### src/transfer_function_lerp_table_core_macros.svh
// Assertion macros for the transfer function core.
// Used by the top level only; no other dependencies.
`ifndef TRANSFER_FUNCTION_LERP_TABLE_CORE_MACROS_SVH
`define TRANSFER_FUNCTION_LERP_TABLE_CORE_MACROS_SVH
`define TFL_ASSERT_IMPL(label, clk, rst, prop, msg) \
   label: assert property (@(posedge clk) disable iff (rst) prop) else $error(msg);
`define TFL_ASSERT_ALWAYS(label, clk, prop, msg) \
   label: assert property (@(posedge clk) prop) else $error(msg);
`endif

### src/tfl_pkg.sv
// Shared types and constants for the transfer function core.
// No dependencies.
package tfl_pkg;
   localparam int MaxNodes = 16;
   localparam int IdxW = $clog2(MaxNodes);
   localparam int CntW = $clog2(MaxNodes + 1);

   typedef enum logic [1:0] {
      PROP_SPEC  = 2'd0,
      PROP_DIFF  = 2'd1,
      PROP_ROUGH = 2'd2,
      PROP_ALPHA = 2'd3
   } prop_type;

   localparam logic OP_INSERT = 1'b0;
   localparam logic OP_LOOKUP = 1'b1;

   typedef enum logic [3:0] {
      ST_IDLE, ST_SHIFT_RD, ST_SHIFT_WR, ST_WRITE,
      ST_SCAN_RD, ST_SCAN_CHK, ST_DIV, ST_VAL_RD, ST_MIX, ST_DONE
   } state_type;

   typedef struct packed {
      logic [16:0] level;
      logic [47:0] spec;
      logic [47:0] diff;
      logic [31:0] ra;
   } node_type;

   // Divider control / status
   typedef struct packed {
      logic        start;
      logic [16:0] num;
      logic [16:0] den;
   } div_ctl_type;

   typedef struct packed {
      logic        done;
      logic [15:0] quo;
   } div_sts_type;
endpackage

### src/transfer_function_lerp_table_core.sv
// Transfer function core: sorted node table with linear interpolation.
// Insert: nodes above the key are read and shifted up, then the new node is written;
// a full table is rejected. Lookup: scan for the bracketing pair, divide for t, fetch
// the pair, mix one channel (rough, alpha) or three. Result beat on rsp_valid the cycle
// after ST_DONE; busy stays high through it, so no request is taken; receiver cannot stall.
// Synchronous active-high reset empties the table; node store is not cleared.
module transfer_function_lerp_table_core
   import tfl_pkg::*;
(
   input  logic        clock,
   input  logic        reset,
   input  logic        start,
   output logic        busy,
   input  logic        req_op,
   input  logic [16:0] req_level,
   input  logic [15:0] req_spec_r,
   input  logic [15:0] req_spec_g,
   input  logic [15:0] req_spec_b,
   input  logic [15:0] req_diff_r,
   input  logic [15:0] req_diff_g,
   input  logic [15:0] req_diff_b,
   input  logic [15:0] req_rough,
   input  logic [15:0] req_opacity,
   input  logic [1:0]  req_property_req,
   output logic        rsp_valid,
   output logic [15:0] rsp_chan_a,
   output logic [15:0] rsp_chan_b,
   output logic [15:0] rsp_chan_c,
   output logic        rsp_found,
   output logic        rsp_rejected
);
   `include "transfer_function_lerp_table_core_macros.svh"

   state_type   state_ff, state_in;
   logic [CntW-1:0] count_ff, count_in;
   logic [CntW-1:0] pos_ff, pos_in;
   logic        op_ff, op_in;
   logic [16:0] key_ff, key_in;
   node_type    new_ff, new_in;
   prop_type    prop_ff, prop_in;
   logic [16:0] lo_ff, lo_in;
   logic        have_lo_ff, have_lo_in;
   logic [15:0] t_ff, t_in;
   logic [47:0] pa_ff, pa_in;
   logic        phase_ff, phase_in;
   logic [1:0]  mix_ff, mix_in;
   logic [15:0] ra_ff, rb_ff, rc_ff, ra_in, rb_in, rc_in;
   logic        fnd_ff, fnd_in, rej_ff, rej_in, vld_ff, vld_in;

   logic            wr_en;
   logic [IdxW-1:0] wr_addr, rd_addr;
   node_type        wr_data, rd_data;
   div_ctl_type     dctl;
   div_sts_type     dsts;
   logic [47:0]     sel_q;
   logic [15:0]     mu_a, mu_b;
   logic [32:0]     mix_prod;

   tfl_mem u_mem (
      .clock, .wr_en, .wr_addr, .wr_data, .rd_addr, .rd_data
   );

   tfl_div u_div (.clock, .reset, .ctl(dctl), .sts(dsts));

   always_comb begin
      unique case (prop_ff)
         PROP_SPEC:  sel_q = rd_data.spec;
         PROP_DIFF:  sel_q = rd_data.diff;
         PROP_ROUGH: sel_q = {rd_data.ra[31:16], 32'd0};
         PROP_ALPHA: sel_q = {rd_data.ra[15:0], 32'd0};
         default:    sel_q = '0;
      endcase
   end

   // shared mixer: a*(65536-t) + b*t = a*65536 + (b-a)*t
   always_comb begin
      unique case (mix_ff)
         2'd0:    begin mu_a = pa_ff[47:32]; mu_b = sel_q[47:32]; end
         2'd1:    begin mu_a = pa_ff[31:16]; mu_b = sel_q[31:16]; end
         default: begin mu_a = pa_ff[15:0];  mu_b = sel_q[15:0];  end
      endcase
      mix_prod = {1'b0, mu_a, 16'd0} - ({17'd0, mu_a} * {17'd0, t_ff})
                 + ({17'd0, mu_b} * {17'd0, t_ff});
   end

   always_comb begin
      state_in   = state_ff;
      count_in   = count_ff;
      pos_in     = pos_ff;
      op_in      = op_ff;
      key_in     = key_ff;
      new_in     = new_ff;
      prop_in    = prop_ff;
      lo_in      = lo_ff;
      have_lo_in = have_lo_ff;
      t_in       = t_ff;
      pa_in      = pa_ff;
      phase_in   = phase_ff;
      mix_in     = mix_ff;
      ra_in      = ra_ff;
      rb_in      = rb_ff;
      rc_in      = rc_ff;
      fnd_in     = fnd_ff;
      rej_in     = rej_ff;
      vld_in     = 1'b0;
      wr_en      = 1'b0;
      wr_addr    = pos_ff[IdxW-1:0];
      wr_data    = new_ff;
      rd_addr    = '0;
      dctl       = '0;
      unique case (state_ff)
         ST_IDLE: begin
            if (start && !busy) begin
               op_in   = req_op;
               key_in  = req_level;
               prop_in = prop_type'(req_property_req);
               new_in  = '{level: req_level,
                           spec: {req_spec_r, req_spec_g, req_spec_b},
                           diff: {req_diff_r, req_diff_g, req_diff_b},
                           ra: {req_rough, req_opacity}};
               ra_in = '0; rb_in = '0; rc_in = '0;
               fnd_in = 1'b0; rej_in = 1'b0;
               pos_in = count_ff;
               have_lo_in = 1'b0;
               if (req_op == OP_INSERT) begin
                  if (count_ff == CntW'(MaxNodes)) begin
                     rej_in   = 1'b1;
                     state_in = ST_DONE;
                  end else begin
                     state_in = (count_ff == '0) ? ST_WRITE : ST_SHIFT_RD;
                  end
               end else begin
                  pos_in   = '0;
                  state_in = (count_ff < CntW'(2)) ? ST_DONE : ST_SCAN_RD;
               end
            end
         end
         ST_SHIFT_RD: begin
            rd_addr  = IdxW'(pos_ff - CntW'(1));
            state_in = ST_SHIFT_WR;
         end
         ST_SHIFT_WR: begin
            if (rd_data.level > key_ff) begin
               wr_en   = 1'b1;
               wr_data = rd_data;
               pos_in  = pos_ff - CntW'(1);
               state_in = (pos_ff == CntW'(1)) ? ST_WRITE : ST_SHIFT_RD;
            end else begin
               state_in = ST_WRITE;
            end
         end
         ST_WRITE: begin
            wr_en    = 1'b1;
            count_in = count_ff + CntW'(1);
            state_in = ST_DONE;
         end
         ST_SCAN_RD: begin
            rd_addr  = pos_ff[IdxW-1:0];
            state_in = ST_SCAN_CHK;
         end
         ST_SCAN_CHK: begin
            if (have_lo_ff && key_ff >= lo_ff && key_ff < rd_data.level) begin
               dctl.start = 1'b1;
               dctl.num   = key_ff - lo_ff;
               dctl.den   = rd_data.level - lo_ff;
               pos_in     = pos_ff - CntW'(1);
               state_in   = ST_DIV;
            end else if (pos_ff == count_ff - CntW'(1)) begin
               state_in = ST_DONE;
            end else begin
               lo_in      = rd_data.level;
               have_lo_in = 1'b1;
               pos_in     = pos_ff + CntW'(1);
               state_in   = ST_SCAN_RD;
            end
         end
         ST_DIV: begin
            if (dsts.done) begin
               t_in     = dsts.quo;
               phase_in = 1'b0;
               state_in = ST_VAL_RD;
            end
         end
         ST_VAL_RD: begin
            rd_addr  = pos_ff[IdxW-1:0];
            mix_in   = 2'd0;
            state_in = ST_MIX;
         end
         ST_MIX: begin
            rd_addr = pos_ff[IdxW-1:0];
            if (!phase_ff) begin
               pa_in    = sel_q;
               phase_in = 1'b1;
               pos_in   = pos_ff + CntW'(1);
               state_in = ST_VAL_RD;
            end else begin
               unique case (mix_ff)
                  2'd0:    ra_in = mix_prod[31:16];
                  2'd1:    rb_in = mix_prod[31:16];
                  default: rc_in = mix_prod[31:16];
               endcase
               mix_in = mix_ff + 2'd1;
               if (mix_ff == 2'd2 || prop_ff == PROP_ROUGH || prop_ff == PROP_ALPHA) begin
                  fnd_in   = 1'b1;
                  state_in = ST_DONE;
                  if (prop_ff == PROP_ALPHA) begin
                     rb_in = mix_prod[31:16];
                     rc_in = mix_prod[31:16];
                  end
               end
            end
         end
         ST_DONE: begin
            vld_in   = 1'b1;
            state_in = ST_IDLE;
         end
         default: state_in = ST_IDLE;
      endcase
   end

   always_ff @(posedge clock) begin
      if (reset) begin
         state_ff <= ST_IDLE;
         count_ff <= '0;
         vld_ff   <= 1'b0;
      end else begin
         state_ff <= state_in;
         count_ff <= count_in;
         vld_ff   <= vld_in;
      end
      pos_ff     <= pos_in;
      op_ff      <= op_in;
      key_ff     <= key_in;
      new_ff     <= new_in;
      prop_ff    <= prop_in;
      lo_ff      <= lo_in;
      have_lo_ff <= have_lo_in;
      t_ff       <= t_in;
      pa_ff      <= pa_in;
      phase_ff   <= phase_in;
      mix_ff     <= mix_in;
      ra_ff      <= ra_in;
      rb_ff      <= rb_in;
      rc_ff      <= rc_in;
      fnd_ff     <= fnd_in;
      rej_ff     <= rej_in;
   end

   assign busy         = (state_ff != ST_IDLE) || vld_ff;
   assign rsp_valid    = vld_ff;
   assign rsp_chan_a   = ra_ff;
   assign rsp_chan_b   = rb_ff;
   assign rsp_chan_c   = rc_ff;
   assign rsp_found    = fnd_ff;
   assign rsp_rejected = rej_ff;

   `TFL_ASSERT_IMPL(a_count_bound, clock, reset, count_ff <= CntW'(MaxNodes), "count overflow")
   `TFL_ASSERT_IMPL(a_flags_excl, clock, reset, rsp_valid |-> !(rsp_found && rsp_rejected), "found and rejected")
   `TFL_ASSERT_IMPL(a_insert_zero, clock, reset, (rsp_valid && op_ff == OP_INSERT) |-> (!rsp_found && rsp_chan_a == 16'd0), "insert result")
   `TFL_ASSERT_ALWAYS(a_reset_idle, clock, reset |=> !rsp_valid, "valid after reset")
endmodule

### src/tfl_div.sv
// Restoring divider: quo = floor(num * 65536 / den), one bit per cycle.
// Depends on tfl_pkg.
module tfl_div
   import tfl_pkg::*;
(
   input  logic        clock,
   input  logic        reset,
   input  div_ctl_type ctl,
   output div_sts_type sts
);
   logic [17:0] rem_ff, rem_in;
   logic [16:0] den_ff, den_in;
   logic [15:0] quo_ff, quo_in;
   logic [4:0]  cnt_ff, cnt_in;
   logic        busy_ff, busy_in, done_ff, done_in;
   logic [18:0] trial;

   always_comb begin
      rem_in  = rem_ff;
      den_in  = den_ff;
      quo_in  = quo_ff;
      cnt_in  = cnt_ff;
      busy_in = busy_ff;
      done_in = 1'b0;
      trial   = {rem_ff, 1'b0} - {2'b0, den_ff};
      if (ctl.start) begin
         rem_in  = {1'b0, ctl.num};
         den_in  = ctl.den;
         cnt_in  = 5'd0;
         busy_in = 1'b1;
      end else if (busy_ff) begin
         if (!trial[18]) begin
            rem_in = trial[17:0];
            quo_in = {quo_ff[14:0], 1'b1};
         end else begin
            rem_in = {rem_ff[16:0], 1'b0};
            quo_in = {quo_ff[14:0], 1'b0};
         end
         cnt_in = cnt_ff + 5'd1;
         if (cnt_ff == 5'd15) begin
            busy_in = 1'b0;
            done_in = 1'b1;
         end
      end
   end

   always_ff @(posedge clock) begin
      if (reset) begin
         busy_ff <= 1'b0;
         done_ff <= 1'b0;
         cnt_ff  <= '0;
      end else begin
         busy_ff <= busy_in;
         done_ff <= done_in;
         cnt_ff  <= cnt_in;
      end
      rem_ff <= rem_in;
      den_ff <= den_in;
      quo_ff <= quo_in;
   end

   assign sts.done = done_ff;
   assign sts.quo  = quo_ff;
endmodule

### src/tfl_mem.sv
// Node store: one write port, one registered read port.
// Depends on tfl_pkg.
module tfl_mem
   import tfl_pkg::*;
(
   input  logic            clock,
   input  logic            wr_en,
   input  logic [IdxW-1:0] wr_addr,
   input  node_type        wr_data,
   input  logic [IdxW-1:0] rd_addr,
   output node_type        rd_data
);
   node_type mem_ff [MaxNodes];

   always_ff @(posedge clock) begin
      if (wr_en) begin
         mem_ff[wr_addr] <= wr_data;
      end
      rd_data <= mem_ff[rd_addr];
   end
endmodule

### config.mk
export PLATFORM = sky130hd
export DESIGN_NAME = transfer_function_lerp_table_core
export DESIGN_NICKNAME = d
export VERILOG_FILES = /design/src/tfl_pkg.sv /design/src/transfer_function_lerp_table_core.sv /design/src/tfl_div.sv /design/src/tfl_mem.sv
export VERILOG_INCLUDE_DIRS = /design/src /design/src/src
export SDC_FILE = /design/constraint.sdc
export NUM_CORES = 2
export LEC_CHECK = 0
export CAP_MARGIN = 0
export CORE_ASPECT_RATIO = 0.9
export CORE_UTILIZATION = 50
export DETAILED_ROUTE_END_ITERATION = 7
export DONT_BUFFER_PORTS = 1
export PLACE_DENSITY_LB_ADDON = 0.2
export SETUP_SLACK_MARGIN = 0.5
export SLEW_MARGIN = 20
export SYNTH_ARGS = -nofsm -noshare
export SYNTH_HDL_FRONTEND = slang
export SYNTH_SLANG_ARGS = --single-unit
### constraint.sdc
create_clock -name clock -period 8.93 [get_ports clock]
set_input_delay 0.893 -clock clock [delete_from_list [all_inputs] [get_ports clock]]
set_output_delay 0.893 -clock clock [all_outputs]
set_load 0.03 [all_outputs]
==> qor.yml <==
status:
  status: "completed"
sta:
  min_period_ns: 8.73
  fmax_mhz: 115
  fin_skew_ns: 0.101
  hold_viol_final: 0
  timing.slew.headroom_pct: 23.1
  fin_crit_sh_pct: 97.7
  slew_viol_final: 0
  worstMarginPinSlew_ns: 1.15
  setup_viol: 0
  rsz0062_at_grt: "yes"
min_path:
  hold_start: "req_spec_g[8]"
  hp-class: "input port to flip-flop"
cells_and_area:
  seqCellArea_um2: 83000
  fillers: 20800
  multiInputGateArea_um2: 43100
  drive_gt1_share_pct: 9.70
  layout.nets: 11300
  final_util_pct: 56.2
  layout_commonest_cell: "edfxtp_1"
  area_growth_syn_to_layout_pct: 11.7
  final_cell_mix: "edfxtp_1 (2657), nand2_1 (2632), nand3_1 (1175), inv_1 (614), fa_1 (448)"
yosys:
  syn_avg_cell_area_um2: 12.4
  syn_inst: 10500
  synthDistinctLibCells: 80
  synth_fp_nets: 11400
  synth_seq_cells: 2820
  synth.top_cell.area_share_pct: 61.3
  yosys_warnings: 0
  syn_area_um2: 130000
  ys.flop_type: "edfxtp_1"
  synthTopCellsByArea: "edfxtp_1 (61%), nand2_1 (7.6%), fa_1 (7.2%)"
  yosysTopAreaCell: "edfxtp_1"
  synth_seq_area_share_pct: 63.8
  synth_edf_count: 2657
  synthArstFlopShare_pct: 0
grt:
  grt_pass1_vias: 80600
  grt_max_degree: 170
  grt_usage_pct: 26.9
  grt_pass1_wl_um: 528000
  antenna_found_initial: 26
  gr-total-overflow: 0
setup_path:
  crit_arrival_ns: 9.38
  slowest_delay_ns: 0.59
  crit_buf_inv: 9
  required_ns: 9.58
  critPathLaunch: "prop_ff[0]$_DFFE_PP_"
  path_common_cell: "fa_1"
  start_kind: "flip-flop"
  path_class: "flip-flop to flip-flop"
  critPathSlowestCell: "fa_1"
  critPathMaxFanout: 7
  r2r-start: "prop_ff[0]$_DFFE_PP_"
  endpoint_kind: "flip-flop"
  crit_family: "adder cells"
run:
  maxCapViolations: 0
clocking:
  cts_sinks: 2820
  cts_buffers: 295
  clk_pin_slew_worst_paths_ns: 0.06
  root_buffer: "clkbuf_16"
  clk_latency_ns: 0.88
  ctsHtreeMaxLevel: 5
  cts_tree: "built"
  clockBufferDepth: 4
die:
  start_util_pct: 50.3
  fp.dieW_um: 540
  num_rows: 177
  die_y_um: 486
  core_area_um2: 259000
  boundaryPins: 203
  dieArea_um2: 262000
placed_design:
  place.gp.congestion: 0.873
  hpwl_um: 200000
  port_buffers: 0
detailed_routing:
  drt-initial-drc-count: 9931
  vias: 83200
  totalWireLength_um: 357000
  first_pass_iters: 6
  antenna_left: 0
  via_per_inst: 5.92
  wl_per_cell_um: 25.4
  post-route-drc-count: 0
[registers in the layout, summed over array words and instances, names as in the netlist, 2 cells and up]
register,cells
u_div.rem_ff,18
u_div.den_ff,17
rsp_chan_a,16
count_ff,5
mix_ff,2
u_div.quo_ff,16
state_ff,4
u_mem.mem_ff,2320
u_div.cnt_ff,5
rsp_chan_b,16
rsp_chan_c,16
prop_ff,2
lo_ff,17
t_ff,16
pos_ff,5
new_ff,145
pa_ff,48
u_mem.rd_data,145
[cell type report]
class	instances	share of cell area [%]
sequential	2820	57.1
multi-input combinational	6407	29.7
clock buffer	392	5.56
tap	3401	2.93
timing repair buffer	259	2.02
inverter	634	1.64
clock inverter	138	1.00
antenna	12	0.0207
[stage by stage]
stage	setup WS (ns)	area [µm²]	setup TNS [ns]	std cells	hold WS, ns
floorplan	-0.0617	130000	-138.39	10500	0.400
global placement	0.0000711	134000	0	13500	0.411
detailed placement	-0.0915	134000	-0.558	13500	0.425
CTS	0.282	145000	0	14000	0.0419
global route	-0.138	145000	-0.324	14100	0.0676
finish	0.202	145000	0	14100	0.105
[per-layer routing]
metal  GRT usage (%)  routed length (µm)  vias to the layer above
li1                -                   -                    36800
met1            39.0              150000                    42100
met2            41.7              162000                     3824
met3            4.46               33300                      560
met4            8.13               11400                       12
met5               0                  77                        -
[kinds of logic (layout without fill, tap and decap cells)]
family	count (synthesis)	count (layout)	share of synthesized area, %
buf+inv	1270	1423	3.80
mux	217	217	1.96
xor+xnor	79	79	0.538
flops	2820	2820	63.8
compound gates	777	777	4.48
other cells	0	12	0
fa+ha+maj	739	739	9.79
simple gates	4595	4595	15.6
[worst reg2reg max path: cells and delay by family, from the launching register on]
family,cells,cell delay [ns]
AOI/OAI and AO/OA,7,1.30
xor gates and xnor gates,1,0.25
adders and majority gates,9,4.36
buffers and inverters,9,1.05
DFF,1,0.41
muxes,1,0.12
and+or+nand+nor,5,1.01
[synthesized netlist by cell type, types with 7 or more instances]
master / number
edfxtp_1: 2657
nand2_1: 2647
nand3_1: 1176
inv_1: 633
fa_1: 466
clkbuf_1: 456
a311oi_1: 292
ha_1: 273
and2_1: 212
dfxtp_1: 163
a31oi_1: 153
and3_1: 152
mux2_2: 145
nor2_1: 139
buf_2: 128
nor2b_1: 122
a21oi_1: 85
nand2b_1: 59
mux2i_1: 56
o21ai_0: 55
xnor2_1: 54
buf_1: 49
a21o_1: 38
nor3_1: 32
a22oi_1: 28
xor2_1: 24
a22o_1: 18
mux4_2: 16
o21a_1: 15
nand4_1: 13
a211oi_1: 11
or2_2: 11
o211ai_1: 10
or3_1: 10
o21ai_1: 8
o21bai_1: 7
[path summary, 6_finish.rpt]
kind,to,slack [ns],cells past startpoint
max,rsp_chan_b[14]$_SDFFCE_PN0P_,0.20,32
min,new_ff[104]$_DFFE_PP_,0.11,0
max reg2reg,rsp_chan_b[14]$_SDFFCE_PN0P_,0.20,32
min reg2reg,t_ff[12]$_DFFE_PP_,0.42,0
[what timing repair did]
item / in CTS / in global routing
resized for setup: 107 / 95
hold endpoints to repair: 0 / 0
cloned: 9 / 1
buffers inserted: 31 / 22
hold buffers: 0 / 0
pin swaps: 43 / 51
setup endpoints to repair: 45 / 44
Power is left out: the tool's default activity adds up to more than one toggle a clock period on the data nets, which glitch-free logic cannot reach.
